--- src/rtl/mspwm_pkg.sv ---
// ----------------------------------------------------------------------------
// mspwm_pkg
// Types and constants shared by the multi-channel soft PWM scheduler.
// ----------------------------------------------------------------------------
package mspwm_pkg;

   localparam int TIME_W   = 16;
   localparam int DUTY_W   = 7;
   localparam int CHAN_W   = 3;
   localparam int MASK_W   = 8;
   localparam int COUNT_W  = 4;

   localparam int PROD_W   = TIME_W + DUTY_W;
   localparam int RECIP_W  = 24;
   localparam int QUOT_W   = PROD_W + RECIP_W;

   // floor(x / 100) = (x * ceil(2^30 / 100)) >> 30, exact for x < 2^23
   localparam logic [RECIP_W-1:0] DIV100_MUL   = 24'd10737419;
   localparam int                 DIV100_SHIFT = 30;

   localparam logic [TIME_W-1:0] NO_INTERVAL = 16'hFFFF;
   localparam logic [DUTY_W-1:0] DUTY_FULL   = 7'd100;

   localparam logic OP_ELAPSED  = 1'b0;
   localparam logic OP_SET_DUTY = 1'b1;

   typedef struct packed {
      logic [TIME_W-1:0] high_time;
      logic [TIME_W-1:0] low_time;
      logic [TIME_W-1:0] remaining_time;
      logic              in_low_phase;
      logic [DUTY_W-1:0] last_duty;
   } chan_entry_type;

   typedef struct packed {
      chan_entry_type entry;
      logic           pin_write;
      logic           pin_level;
   } step_result_type;

endpackage

--- src/rtl/mspwm_step.sv ---
// ----------------------------------------------------------------------------
// mspwm_step
// Elapsed-interval update of one channel entry: saturating countdown,
// phase toggle on expiry and the resulting pin level.
// ----------------------------------------------------------------------------
module mspwm_step (
   input  mspwm_pkg::chan_entry_type        cur_entry,
   input  logic [mspwm_pkg::TIME_W-1:0]     interval,
   input  logic                             expiring,
   output mspwm_pkg::step_result_type       result
);
   import mspwm_pkg::*;

   logic [TIME_W-1:0] left;

   always_comb begin
      left = (cur_entry.remaining_time > interval) ?
             TIME_W'(cur_entry.remaining_time - interval) : '0;
      result                      = '0;
      result.entry                = cur_entry;
      result.entry.remaining_time = left;
      result.pin_write            = expiring;
      if (expiring) begin
         if (left == '0) begin
            result.entry.in_low_phase   = !cur_entry.in_low_phase;
            result.entry.remaining_time = cur_entry.in_low_phase ?
                                          cur_entry.high_time : cur_entry.low_time;
         end
         // no low time: reload the high time and drive the pin high
         if (cur_entry.low_time == '0) begin
            result.entry.remaining_time = cur_entry.high_time;
            result.pin_level            = 1'b1;
         end else begin
            result.pin_level = !result.entry.in_low_phase;
         end
      end
   end

endmodule

--- src/rtl/multi_channel_soft_pwm_scheduler.sv ---
// ----------------------------------------------------------------------------
// multi_channel_soft_pwm_scheduler
// Up to eight soft PWM channels sharing one interval timer; channel records
// sit in a memory with a registered read port, walked by a read-modify-write scan.
// ----------------------------------------------------------------------------
// requests: one at a time; a new request is taken only in the idle state, once the
//   previous result is in the response register, so the next item is taken while
//   that result waits. The elapsed scan reads one channel entry per cycle.
// reset: synchronous; per-entry valid bits make unwritten records read zero,
//   no clearing pass
module multi_channel_soft_pwm_scheduler #(
   parameter int MAX_CHANNELS = 8
) (
   input  logic                               clock,
   input  logic                               reset,
   input  logic                               csr_write_en,
   input  logic [mspwm_pkg::COUNT_W-1:0]      csr_write_data,
   input  logic                               req_valid,
   output logic                               req_ready,
   input  logic                               req_op,
   input  logic [mspwm_pkg::CHAN_W-1:0]       req_channel,
   input  logic [mspwm_pkg::DUTY_W-1:0]       req_duty_percent,
   input  logic [mspwm_pkg::TIME_W-1:0]       req_period_ticks,
   input  logic                               req_timer_idle,
   output logic                               rsp_valid,
   input  logic                               rsp_ready,
   output logic [mspwm_pkg::MASK_W-1:0]       rsp_pin_levels,
   output logic [mspwm_pkg::TIME_W-1:0]       rsp_next_interval,
   output logic [mspwm_pkg::MASK_W-1:0]       rsp_expiring_mask
);
   import mspwm_pkg::*;

   localparam int IDX_W  = (MAX_CHANNELS > 1) ? $clog2(MAX_CHANNELS) : 1;
   localparam int USED_W = $clog2(MAX_CHANNELS + 1);

   localparam logic [2:0] S_IDLE = 3'd0;
   localparam logic [2:0] S_RD   = 3'd1;
   localparam logic [2:0] S_DIV  = 3'd2;
   localparam logic [2:0] S_WR   = 3'd3;
   localparam logic [2:0] S_SCAN = 3'd4;
   localparam logic [2:0] S_DONE = 3'd5;

   logic [2:0]              state_ff, state_in;
   logic [COUNT_W-1:0]      count_ff, count_in;
   logic                    op_ff, op_in;
   logic [CHAN_W-1:0]       ch_ff, ch_in;
   logic [DUTY_W-1:0]       duty_ff, duty_in;
   logic [TIME_W-1:0]       period_ff, period_in;
   logic                    idle_ff, idle_in;
   logic [PROD_W-1:0]       prod_ff, prod_in;
   logic [TIME_W-1:0]       hi_ff, hi_in;
   logic [MASK_W-1:0]       active_ff, active_in;
   logic [MASK_W-1:0]       pin_ff, pin_in;
   logic [TIME_W-1:0]       interval_ff, interval_in;
   logic [MASK_W-1:0]       set_ff, set_in;
   logic [USED_W-1:0]       rd_idx_ff, rd_idx_in;
   logic                    pv_ff, pv_in;
   logic [IDX_W-1:0]        pidx_ff, pidx_in;
   logic [TIME_W-1:0]       min_ff, min_in;
   logic [MASK_W-1:0]       acc_ff, acc_in;
   logic                    rsp_valid_ff, rsp_valid_in;
   logic [MASK_W-1:0]       rsp_pin_ff, rsp_pin_in;
   logic [TIME_W-1:0]       rsp_interval_ff, rsp_interval_in;
   logic [MASK_W-1:0]       rsp_mask_ff, rsp_mask_in;
   logic [MAX_CHANNELS-1:0] entry_valid_ff, entry_valid_in;
   logic                    rd_hit_ff, rd_hit_in;

   chan_entry_type          chan_mem [MAX_CHANNELS];
   chan_entry_type          rd_data_ff;
   chan_entry_type          rd_entry;
   chan_entry_type          wr_data;
   logic                    rd_en, wr_en;
   logic [IDX_W-1:0]        rd_addr, wr_addr;

   step_result_type         step;
   logic                    req_xfer;
   logic [USED_W-1:0]       used;
   logic [DUTY_W-1:0]       duty_sat;
   logic [QUOT_W-1:0]       quot_full;
   logic [MASK_W-1:0]       ch_bit;
   logic [MASK_W-1:0]       pidx_bit;
   logic [TIME_W-1:0]       scan_value;

   assign req_ready         = (state_ff == S_IDLE);
   assign req_xfer          = req_valid && req_ready;
   assign rsp_valid         = rsp_valid_ff;
   assign rsp_pin_levels    = rsp_pin_ff;
   assign rsp_next_interval = rsp_interval_ff;
   assign rsp_expiring_mask = rsp_mask_ff;

   assign used      = (count_ff > COUNT_W'(MAX_CHANNELS)) ?
                      USED_W'(MAX_CHANNELS) : USED_W'(count_ff);
   assign duty_sat  = (req_duty_percent > DUTY_FULL) ? DUTY_FULL : req_duty_percent;
   assign quot_full = QUOT_W'(prod_ff) * QUOT_W'(DIV100_MUL);
   assign ch_bit    = MASK_W'(1) << ch_ff;
   assign pidx_bit  = MASK_W'(1) << pidx_ff;
   assign rd_entry  = rd_hit_ff ? rd_data_ff : '0;

   mspwm_step u_step (
      .cur_entry (rd_entry),
      .interval  (interval_ff),
      .expiring  (set_ff[pidx_ff]),
      .result    (step)
   );

   always_comb begin
      state_in        = state_ff;
      count_in        = count_ff;
      op_in           = op_ff;
      ch_in           = ch_ff;
      duty_in         = duty_ff;
      period_in       = period_ff;
      idle_in         = idle_ff;
      prod_in         = prod_ff;
      hi_in           = hi_ff;
      active_in       = active_ff;
      pin_in          = pin_ff;
      interval_in     = interval_ff;
      set_in          = set_ff;
      rd_idx_in       = rd_idx_ff;
      pv_in           = pv_ff;
      pidx_in         = pidx_ff;
      min_in          = min_ff;
      acc_in          = acc_ff;
      rsp_valid_in    = rsp_valid_ff;
      rsp_pin_in      = rsp_pin_ff;
      rsp_interval_in = rsp_interval_ff;
      rsp_mask_in     = rsp_mask_ff;
      entry_valid_in  = entry_valid_ff;
      rd_hit_in       = rd_hit_ff;
      rd_en           = 1'b0;
      rd_addr         = '0;
      wr_en           = 1'b0;
      wr_addr         = '0;
      wr_data         = rd_entry;
      scan_value      = rd_entry.remaining_time;

      if (csr_write_en) begin
         count_in = csr_write_data;
      end
      if (rsp_valid_ff && rsp_ready) begin
         rsp_valid_in = 1'b0;
      end

      case (state_ff)
         S_IDLE: begin
            if (req_xfer) begin
               op_in     = req_op;
               ch_in     = req_channel;
               duty_in   = duty_sat;
               period_in = req_period_ticks;
               idle_in   = req_timer_idle;
               if (req_op == OP_SET_DUTY) begin
                  state_in = S_RD;
               end else begin
                  rd_idx_in = '0;
                  pv_in     = 1'b0;
                  min_in    = NO_INTERVAL;
                  acc_in    = '0;
                  state_in  = S_SCAN;
               end
            end
         end
         S_RD: begin
            rd_en    = 1'b1;
            rd_addr  = ch_ff[IDX_W-1:0];
            prod_in  = PROD_W'(period_ff) * PROD_W'(duty_ff);
            state_in = S_DIV;
         end
         S_DIV: begin
            hi_in    = quot_full[DIV100_SHIFT +: TIME_W];
            state_in = S_WR;
         end
         S_WR: begin
            state_in = S_DONE;
            if ((COUNT_W'(ch_ff) < COUNT_W'(used)) && (duty_ff != rd_entry.last_duty)) begin
               wr_en                = 1'b1;
               wr_addr              = ch_ff[IDX_W-1:0];
               wr_data.high_time    = hi_ff;
               wr_data.low_time     = TIME_W'(period_ff - hi_ff);
               wr_data.last_duty    = duty_ff;
               // activation starts in the high phase
               if (rd_entry.last_duty == '0) begin
                  wr_data.remaining_time = hi_ff;
                  wr_data.in_low_phase   = 1'b0;
                  active_in              = active_in | ch_bit;
                  pin_in                 = pin_in | ch_bit;
               end
               if (duty_ff == '0) begin
                  active_in = active_in & ~ch_bit;
                  pin_in    = pin_in & ~ch_bit;
               end
               if (idle_ff) begin
                  rd_idx_in = '0;
                  pv_in     = 1'b0;
                  min_in    = NO_INTERVAL;
                  acc_in    = '0;
                  state_in  = S_SCAN;
               end
            end
         end
         S_SCAN: begin
            if (rd_idx_ff < used) begin
               rd_en     = 1'b1;
               rd_addr   = rd_idx_ff[IDX_W-1:0];
               rd_idx_in = rd_idx_ff + USED_W'(1);
               pidx_in   = rd_idx_ff[IDX_W-1:0];
               pv_in     = 1'b1;
            end else begin
               pv_in = 1'b0;
            end
            if (pv_ff && active_ff[pidx_ff]) begin
               if (op_ff == OP_ELAPSED) begin
                  wr_en      = 1'b1;
                  wr_addr    = pidx_ff;
                  wr_data    = step.entry;
                  scan_value = step.entry.remaining_time;
                  if (step.pin_write) begin
                     pin_in[pidx_ff] = step.pin_level;
                  end
               end
               // running minimum and the set of channels that reach it
               if (scan_value < min_ff) begin
                  min_in = scan_value;
                  acc_in = pidx_bit;
               end else if (scan_value == min_ff) begin
                  acc_in = acc_ff | pidx_bit;
               end
            end
            if ((rd_idx_ff >= used) && !pv_ff) begin
               interval_in = min_ff;
               set_in      = acc_ff;
               state_in    = S_DONE;
            end
         end
         S_DONE: begin
            if (!rsp_valid_ff || rsp_ready) begin
               rsp_valid_in    = 1'b1;
               rsp_pin_in      = pin_ff;
               rsp_interval_in = interval_ff;
               rsp_mask_in     = set_ff;
               state_in        = S_IDLE;
            end
         end
         default: begin
            state_in = S_IDLE;
         end
      endcase

      if (wr_en) begin
         entry_valid_in[wr_addr] = 1'b1;
      end
      if (rd_en) begin
         rd_hit_in = entry_valid_ff[rd_addr];
      end
   end

   always_ff @(posedge clock) begin
      if (wr_en) begin
         chan_mem[wr_addr] <= wr_data;
      end
      if (rd_en) begin
         rd_data_ff <= chan_mem[rd_addr];
      end
   end

   always_ff @(posedge clock) begin
      if (reset) begin
         state_ff       <= S_IDLE;
         count_ff       <= '0;
         active_ff      <= '0;
         pin_ff         <= '0;
         interval_ff    <= NO_INTERVAL;
         set_ff         <= '0;
         rd_idx_ff      <= '0;
         pv_ff          <= 1'b0;
         rsp_valid_ff   <= 1'b0;
         entry_valid_ff <= '0;
         rd_hit_ff      <= 1'b0;
      end else begin
         state_ff       <= state_in;
         count_ff       <= count_in;
         active_ff      <= active_in;
         pin_ff         <= pin_in;
         interval_ff    <= interval_in;
         set_ff         <= set_in;
         rd_idx_ff      <= rd_idx_in;
         pv_ff          <= pv_in;
         rsp_valid_ff   <= rsp_valid_in;
         entry_valid_ff <= entry_valid_in;
         rd_hit_ff      <= rd_hit_in;
      end
   end

   always_ff @(posedge clock) begin
      op_ff           <= op_in;
      ch_ff           <= ch_in;
      duty_ff         <= duty_in;
      period_ff       <= period_in;
      idle_ff         <= idle_in;
      prod_ff         <= prod_in;
      hi_ff           <= hi_in;
      pidx_ff         <= pidx_in;
      min_ff          <= min_in;
      acc_ff          <= acc_in;
      rsp_pin_ff      <= rsp_pin_in;
      rsp_interval_ff <= rsp_interval_in;
      rsp_mask_ff     <= rsp_mask_in;
   end

`ifndef NO_ASSERTIONS
   a_busy_after_xfer: assert property (@(posedge clock) disable iff (reset)
      req_xfer |=> (state_ff != S_IDLE))
      else $error("scheduler idle right after an input transfer");

   a_empty_set_no_interval: assert property (@(posedge clock) disable iff (reset)
      (set_ff == '0) |-> (interval_ff == NO_INTERVAL))
      else $error("empty expiring set with a finite interval");

   a_scan_in_range: assert property (@(posedge clock) disable iff (reset)
      pv_ff |-> (USED_W'(pidx_ff) < used))
      else $error("scan touched a channel beyond the count");

   a_no_same_entry: assert property (@(posedge clock) disable iff (reset)
      (wr_en && rd_en) |-> (wr_addr != rd_addr))
      else $error("read and write of one channel record in one cycle");
`endif

endmodule

--- config.mk ---
export PLATFORM = sky130hd
export DESIGN_NAME = multi_channel_soft_pwm_scheduler
export DESIGN_NICKNAME = d
export VERILOG_FILES = /design/src/rtl/mspwm_pkg.sv /design/src/rtl/mspwm_step.sv /design/src/rtl/multi_channel_soft_pwm_scheduler.sv
export SDC_FILE = /design/constraint.sdc
export NUM_CORES = 2
export LEC_CHECK = 0
export BUFFER_PORTS_ARGS = -buffer_cell sky130_fd_sc_hd__buf_2
export CAP_MARGIN = 20
export CORE_MARGIN = 5
export CORE_UTILIZATION = 34
export DETAILED_ROUTE_END_ITERATION = 12
export MAX_ROUTING_LAYER = met4
export PLACE_DENSITY = 0.6
export SLEW_MARGIN = 20
export SYNTH_ARGS = -nofsm -noshare
export SYNTH_HDL_FRONTEND = slang
export SYNTH_SLANG_ARGS = --single-unit
--- constraint.sdc ---
create_clock -name clock -period 20 [get_ports clock]
set_input_delay 2 -clock clock [delete_from_list [all_inputs] [get_ports clock]]
set_output_delay 2 -clock clock [all_outputs]
set_load 0.005 [all_outputs]
## Yosys cells after proc, flatten, opt, wreduce, memory -nomap -nowiden

Memory sizes are Yosys's and may differ from the RTL's. A register that Yosys moved wholly into a read port is not among the register bits.
Cells that the tools add are included.

- Word-level logic and storage cells: 192
- Memories kept: 1
- Input port bits: 37
- Bits in registers: 188
- Output and inout port bits: 34
- Bits in writable memories: 448

Memory list:

| memory | depth | width | read ports | clocked after Yosys merged registers in | write ports | RTL line | RTL |
|---|---|---|---|---|---|---|---|
| chan_mem | 8 | 56 | 1 | 1 | 1 | multi_channel_soft_pwm_scheduler.sv:68 | `chan_entry_type chan_mem [MAX_CHANNELS];` |

- Add/subtract/negate cells: 3
- Bitwise operators: 7
- $lt $le $gt $ge: 12
- Reduce and logical (&&, ||, !) cells: 30
- Shifts and indexed selects: 2
- Multiplexer cells: 92
- Multipliers: 2
- Equal/unequal tests: 19

Operators with widths:

| kind | number |
|---|---|
| 16-bit 2-to-1 mux | 12 |
| 8-bit 2-to-1 mux | 19 |
| 56-bit 2-to-1 mux | 2 |
| 56-bit one-hot mux with 2 select lines | 1 |
| 17-bit 2-to-1 mux | 4 |
| 24-bit 2-to-1 mux | 2 |
| 16-bit one-hot mux with 3 select lines | 1 |
| 23-bit by 24-bit multiplier with 46-bit output (second input constant) | 1 |
| 16-bit zero test | 2 |
| 8-bit OR | 4 |
| 16-bit subtractor | 2 |
| 3-bit 2-to-1 mux | 8 |
| 4-bit 2-to-1 mux | 6 |
| 8-bit one-hot mux with 3 select lines | 1 |
| 16-bit by 7-bit multiplier with 23-bit output | 1 |
| 1-bit 2-to-1 mux | 22 |
| 2-bit != test (second input constant) | 9 |
| 3-bit one-hot mux with 6 select lines | 1 |
| 8-bit bitwise AND | 2 |
| 16-bit == test | 1 |
| 16-bit > comparator | 1 |
| 16-bit less-than comparator | 1 |
| 8-bit one-hot mux with 2 select lines | 1 |
| 1-bit by 3-bit << shifter with 8-bit output (first input constant) | 2 |
| other kinds (34) | 61 |

## Longest topological paths before layout

- Depth after elaboration: 16
- Mapped depth: 33
- Mapped depth without buffers: 27

## Cells and area by module

A second synthesis with hierarchy kept.

- Cells, all modules: 4054
- Area total of the unflattened synthesis: 43639.4 sq um

By module, submodules not included:

| module | area each (sq um) | sequential area each (sq um) | times used | cells an instance |
|---|---|---|---|---|
| multi_channel_soft_pwm_scheduler | 41513.6 | 20159.3 | 1 | 3728 |
| mspwm_step | 2125.8 | 0.0 | 1 | 326 |

## Worst setup path before layout

OpenSTA, ideal clock, no wires.

- Kind: register to register
- Start: register rd_hit_ff
- End: register min_ff[0] (enable)
- Data required time: 19610 ps
- Slack: 12673 ps
- Library setup time: 390 ps
- Cell stages (with the launch flop): 34
- Data arrival time: 6937 ps
- Path buffers: 6
- Period minus slack after synthesis: 7327 ps
- Path through: dfxtp_1 -> buf_6 -> clkbuf_1 -> clkbuf_1 -> clkbuf_1 -> clkbuf_1 -> nand2_1 -> ha_1 -> inv_1 -> fa_1 -> nor2_1 -> nor4_2 -> nor2_1 -> o31ai_1 -> xnor2_1 -> a2111oi_2 -> nand4_1 -> o21bai_4 -> buf_6 -> a31oi_1 -> o221ai_1 -> and2_1 -> ha_1 -> nor2b_1 -> o21a_1 -> o21a_1 -> o21a_1 -> o21a_1 -> o21a_1 -> o21a_1 -> o21ai_0 -> nand2_1 -> o21ai_0 -> nor2b_1

- Cells in the longest elaborated chain, start to end: 14
- Elaborated cells on any way between the ends: 20
- Those cells by class: add/sub (1); order compare (2); eq/ne (3); mux (10); reduce/logical (4)

Ends and longest elaborated chain:

| element | RTL line | RTL |
|---|---|---|
| from (decl) | multi_channel_soft_pwm_scheduler.sv:66 | `logic rd_hit_ff, rd_hit_in;` |
| from (signal assigned) | multi_channel_soft_pwm_scheduler.sv:291 | `rd_hit_ff <= rd_hit_in;` |
| 56-bit 2-to-1 mux (*) | multi_channel_soft_pwm_scheduler.sv:97 | `assign rd_entry = rd_hit_ff ? rd_data_ff : '0;` |
| 16-bit subtractor / 16-bit > comparator (equally long branches) | mspwm_step.sv:18, mspwm_step.sv:17 |  |
| 16-bit 2-to-1 mux | mspwm_step.sv:17 | `left = (cur_entry.remaining_time > interval) ?` |
| 16-bit zero test | mspwm_step.sv:24 | `if (left == '0) begin` |
| 17-bit 2-to-1 mux | mspwm_step.sv:24 |  |
| 17-bit 2-to-1 mux | mspwm_step.sv:23 | `if (expiring) begin` |
| 16-bit 2-to-1 mux | mspwm_step.sv:30 | `if (cur_entry.low_time == '0) begin` |
| 17-bit 2-to-1 mux | mspwm_step.sv:23 |  |
| 16-bit 2-to-1 mux | multi_channel_soft_pwm_scheduler.sv:213 | `if (op_ff == OP_ELAPSED) begin` |
| 16-bit 2-to-1 mux | multi_channel_soft_pwm_scheduler.sv:212 | `if (pv_ff && active_ff[pidx_ff]) begin` |
| 16-bit 2-to-1 mux | multi_channel_soft_pwm_scheduler.sv:145 | `case (state_ff)` |
| 16-bit less-than comparator | multi_channel_soft_pwm_scheduler.sv:223 | `if (scan_value < min_ff) begin` |
| 2-bit != test (no line) | - |  |
| 7-bit AND reduction (no line) (*) | - |  |
| to (signal assigned) | multi_channel_soft_pwm_scheduler.sv:304 | `min_ff <= min_in;` |
| to (decl) | multi_channel_soft_pwm_scheduler.sv:59 | `logic [TIME_W-1:0] min_ff, min_in;` |

Every way passes the cells marked *; elsewhere a longest branch is shown, timed or not. The select of a mux whose other input is x is not followed.
A chain may end at the register's enable or synchronous reset.

## Worst setup path in the final report

- Start: register prod_ff[5]
- End: register hi_ff[14] (data pin)

- Cells in the longest elaborated chain, start to end: 1

Ends and longest elaborated chain:

| element | RTL line | RTL |
|---|---|---|
| from (decl) | multi_channel_soft_pwm_scheduler.sv:50 | `logic [PROD_W-1:0] prod_ff, prod_in;` |
| from (signal assigned) | multi_channel_soft_pwm_scheduler.sv:301 | `prod_ff <= prod_in;` |
| 23-bit by 24-bit multiplier with 46-bit output | multi_channel_soft_pwm_scheduler.sv:94 | `assign quot_full = QUOT_W'(prod_ff) * QUOT_W'(DIV100_MUL);` |
| net quot_full[44] | multi_channel_soft_pwm_scheduler.sv:79 | `logic [QUOT_W-1:0] quot_full;` |
| to (signal assigned) | multi_channel_soft_pwm_scheduler.sv:302 | `hi_ff <= hi_in;` |
| to (decl) | multi_channel_soft_pwm_scheduler.sv:51 | `logic [TIME_W-1:0] hi_ff, hi_in;` |

The timed path passes the listed nets, and every way through them passes these cells.

==> metrics <==
max_cap viols=0; DP Area=44770 um2; largest net degree at the start of global routing=173; Async SR Flop Fraction=0; CTS Buf Count=74; IO Pins=71; final setup margin=11.96 ns; Max FO, Critical Path=7; RSZ-0062 raised after global routing=false; DP Worst Slack=11.98 ns; # diodes=0; Post-DRT Antenna Nets=0; DR pass1 iterations=7; EDFF count, synth=630; placer congestion estimate=0.9705; PortBufs=70; Ys Warns=0; Worst Skew=0.05742 ns; Setup Fix Bufs, Post-CTS=0; dominant cells by area after synthesis=edfxtp_1, fa_1, ha_1, nand2_1, nand3_1; Clk pin slew, worst setup/hold paths=0.06 ns; Yosys cell types=87; family with the most delay on the worst path=adder cells; most common cell in the netlist=nand2_1; Seq cells post-synth=692; final setup violation count=0; Total Die Area=132500 um2; Iteration-0 DRC Markers=2505; Crit. End Element=flip-flop; grt ovf=0; Area Growth Syn to Fin=11.12%; deepest clock path buffer count=3; core area=124100 um2; setup TNS=0 ns; Syn Nets=4608; critical path's largest stage delay=0.68 ns; WP data required=20.39 ns; Chip Height=364.0 um; H-tree lvl count=3; Cell Chain, Critical Path=fa_1 > inv_1 > fa_1 > inv_1 > fa_1 > fa_1 > inv_1 > fa_1 > fa_1 > fa_1 > inv_1 > ha_1 > nand4_1 > nor3_1 > o2111ai_1 > nand4_1 > nand3_1 > o21ai_0 > a21boi_0 > o21ai_0 > a211oi_1 > or2_2 > xnor2_1; slowest cell on the critical path=fa_1; initial antenna violation count=0; row cnt=129; outcome=complete, no violations; ys flop type=edfxtp_1; CP arrival=8.43 ns; Starting Density=0.3433; CTS sink cnt=692; R2R Path Start=prod_ff[5]; Setup CP Type=flip-flop to flip-flop; synthesized cell area=42610 um2; Max-slew headroom=0.2320; # DRC=0; hold_buf cts=0; Hold/Removal Path Class=flip-flop to flip-flop; period utilisation layout=0.4020; Buf/Inv on CP=4; synth cell count leaders=nand2_1, edfxtp_1, inv_1; WL/cell=20.18 um; crit path from=prod_ff[5]; # resized after CTS=0; total number of vias=29.34k; first-pass GRT wire length=177.2 mm; Final min period=8.040 ns; CTS tree=built; GRT Util Overall=0.1769; cell taking the most area after synthesis=edfxtp_1; measured slew at the worst slew-check pin=1.140 ns; vias in the first global route=29.17k; worst-skew pair later-pin latency=0.66 ns; Vias/cell=5.166; startpoint types=flip-flop; hold_sp=entry_valid_ff[6]; Final nets=4615; CTS root buffer=clkbuf_16; post-layout instance area=47350 um2; die width=364.0 um; most used cell, CP=fa_1; drt total wl=114.6 mm; top-area cell type share of the netlist area=0.4439; final-report hold violation count=0; hpwl dp=78.11 mm; Slew Limit Fails=0; Avg Cell Area, Syn=10.71 um2; fmax=124.4 MHz; synthesized instance count=3977; register area share after synthesis=0.4731; layout cells sized above 1=0.07049
[logic make-up (layout without fill, tap and decap cells)]
kind of cell | Yosys count | in the layout | share of synthesized area
AND/OR/NAND/NOR | 1460 | 1460 | 0.1527
flip-flops | 692 | 692 | 0.4731
buffers and inverters | 630 | 696 | 0.05643
adder cells (fa/ha/maj) | 595 | 595 | 0.2215
AO/OA/AOI/OAI | 516 | 516 | 0.07778
XOR/XNOR | 64 | 64 | 0.01333
multiplexers | 20 | 20 | 0.005197
[metal layers]
| metal | up-vias | wire length (um) | track usage |
|---|---|---|---|
| met5 | - | 0 | - |
| met4 | 0 | 3742 | 0.05396 |
| met3 | 178 | 6953 | 0.02156 |
| met2 | 991 | 52980 | 0.2804 |
| met1 | 14510 | 50920 | 0.2398 |
| li1 | 13670 | - | - |
[final timing paths]
| check | endpoint | slack (ns) | cells past startpoint |
|---|---|---|---|
| max | hi_ff[14] | 11.96 | 23 |
| min | entry_valid_ff[6] | 0.47 | 1 |
| min reg2reg | entry_valid_ff[6] | 0.47 | 1 |
| max reg2reg | hi_ff[14] | 11.96 | 23 |
[flip-flops by register name (all words and copies together), names as in the netlist, 4 cells and up]
register           cells
acc_ff                 8
active_ff              8
chan_mem             448
count_ff               4
duty_ff                7
entry_valid_ff         8
hi_ff                 16
interval_ff           16
min_ff                16
period_ff             16
pin_ff                 8
prod_ff               23
rd_data_ff            56
rd_idx_ff              4
rsp_expiring_mask      8
rsp_next_interval     16
rsp_pin_levels         8
set_ff                 8
[cell type report]
type                       count  area (um2)
clock inverter                43       571.8
tap                         1637        2048
clock buffer                  92        1991
sequential                   692       20160
multi-input combinational   2655       20210
inverter                     452        1697
timing repair buffer         109       671.9
fill                       11970       76770
[placed cells by master, fill, tap and decap left out, types with 35 or more instances in the layout]
master | netlist | final
a21oi_1 | 135 | 133
and2_1 | 69 | 69
buf_2 | 5 | 70
buf_4 | 1 | 35
clkbuf_16 | 0 | 75
dfxtp_1 | 62 | 61
edfxtp_1 | 630 | 630
fa_1 | 266 | 266
ha_1 | 328 | 328
inv_1 | 450 | 450
nand2_1 | 751 | 751
nand3_1 | 345 | 344
nor2_1 | 139 | 133
o21ai_0 | 152 | 147
xnor2_1 | 43 | 43
[through the flow]
stage               utilization  std cells  hold WS, ns
detailed placement       0.3607       5544       0.4574
floorplan                     -       3977       0.4299
finish                   0.3815       5680       0.4689
global placement         0.3607       5544       0.4489
global route             0.3815       5680       0.4923
CTS                      0.3814       5679       0.4716
Power is left out: the tool's default activity adds up to more than one toggle a clock period on the data nets, which glitch-free logic cannot reach.
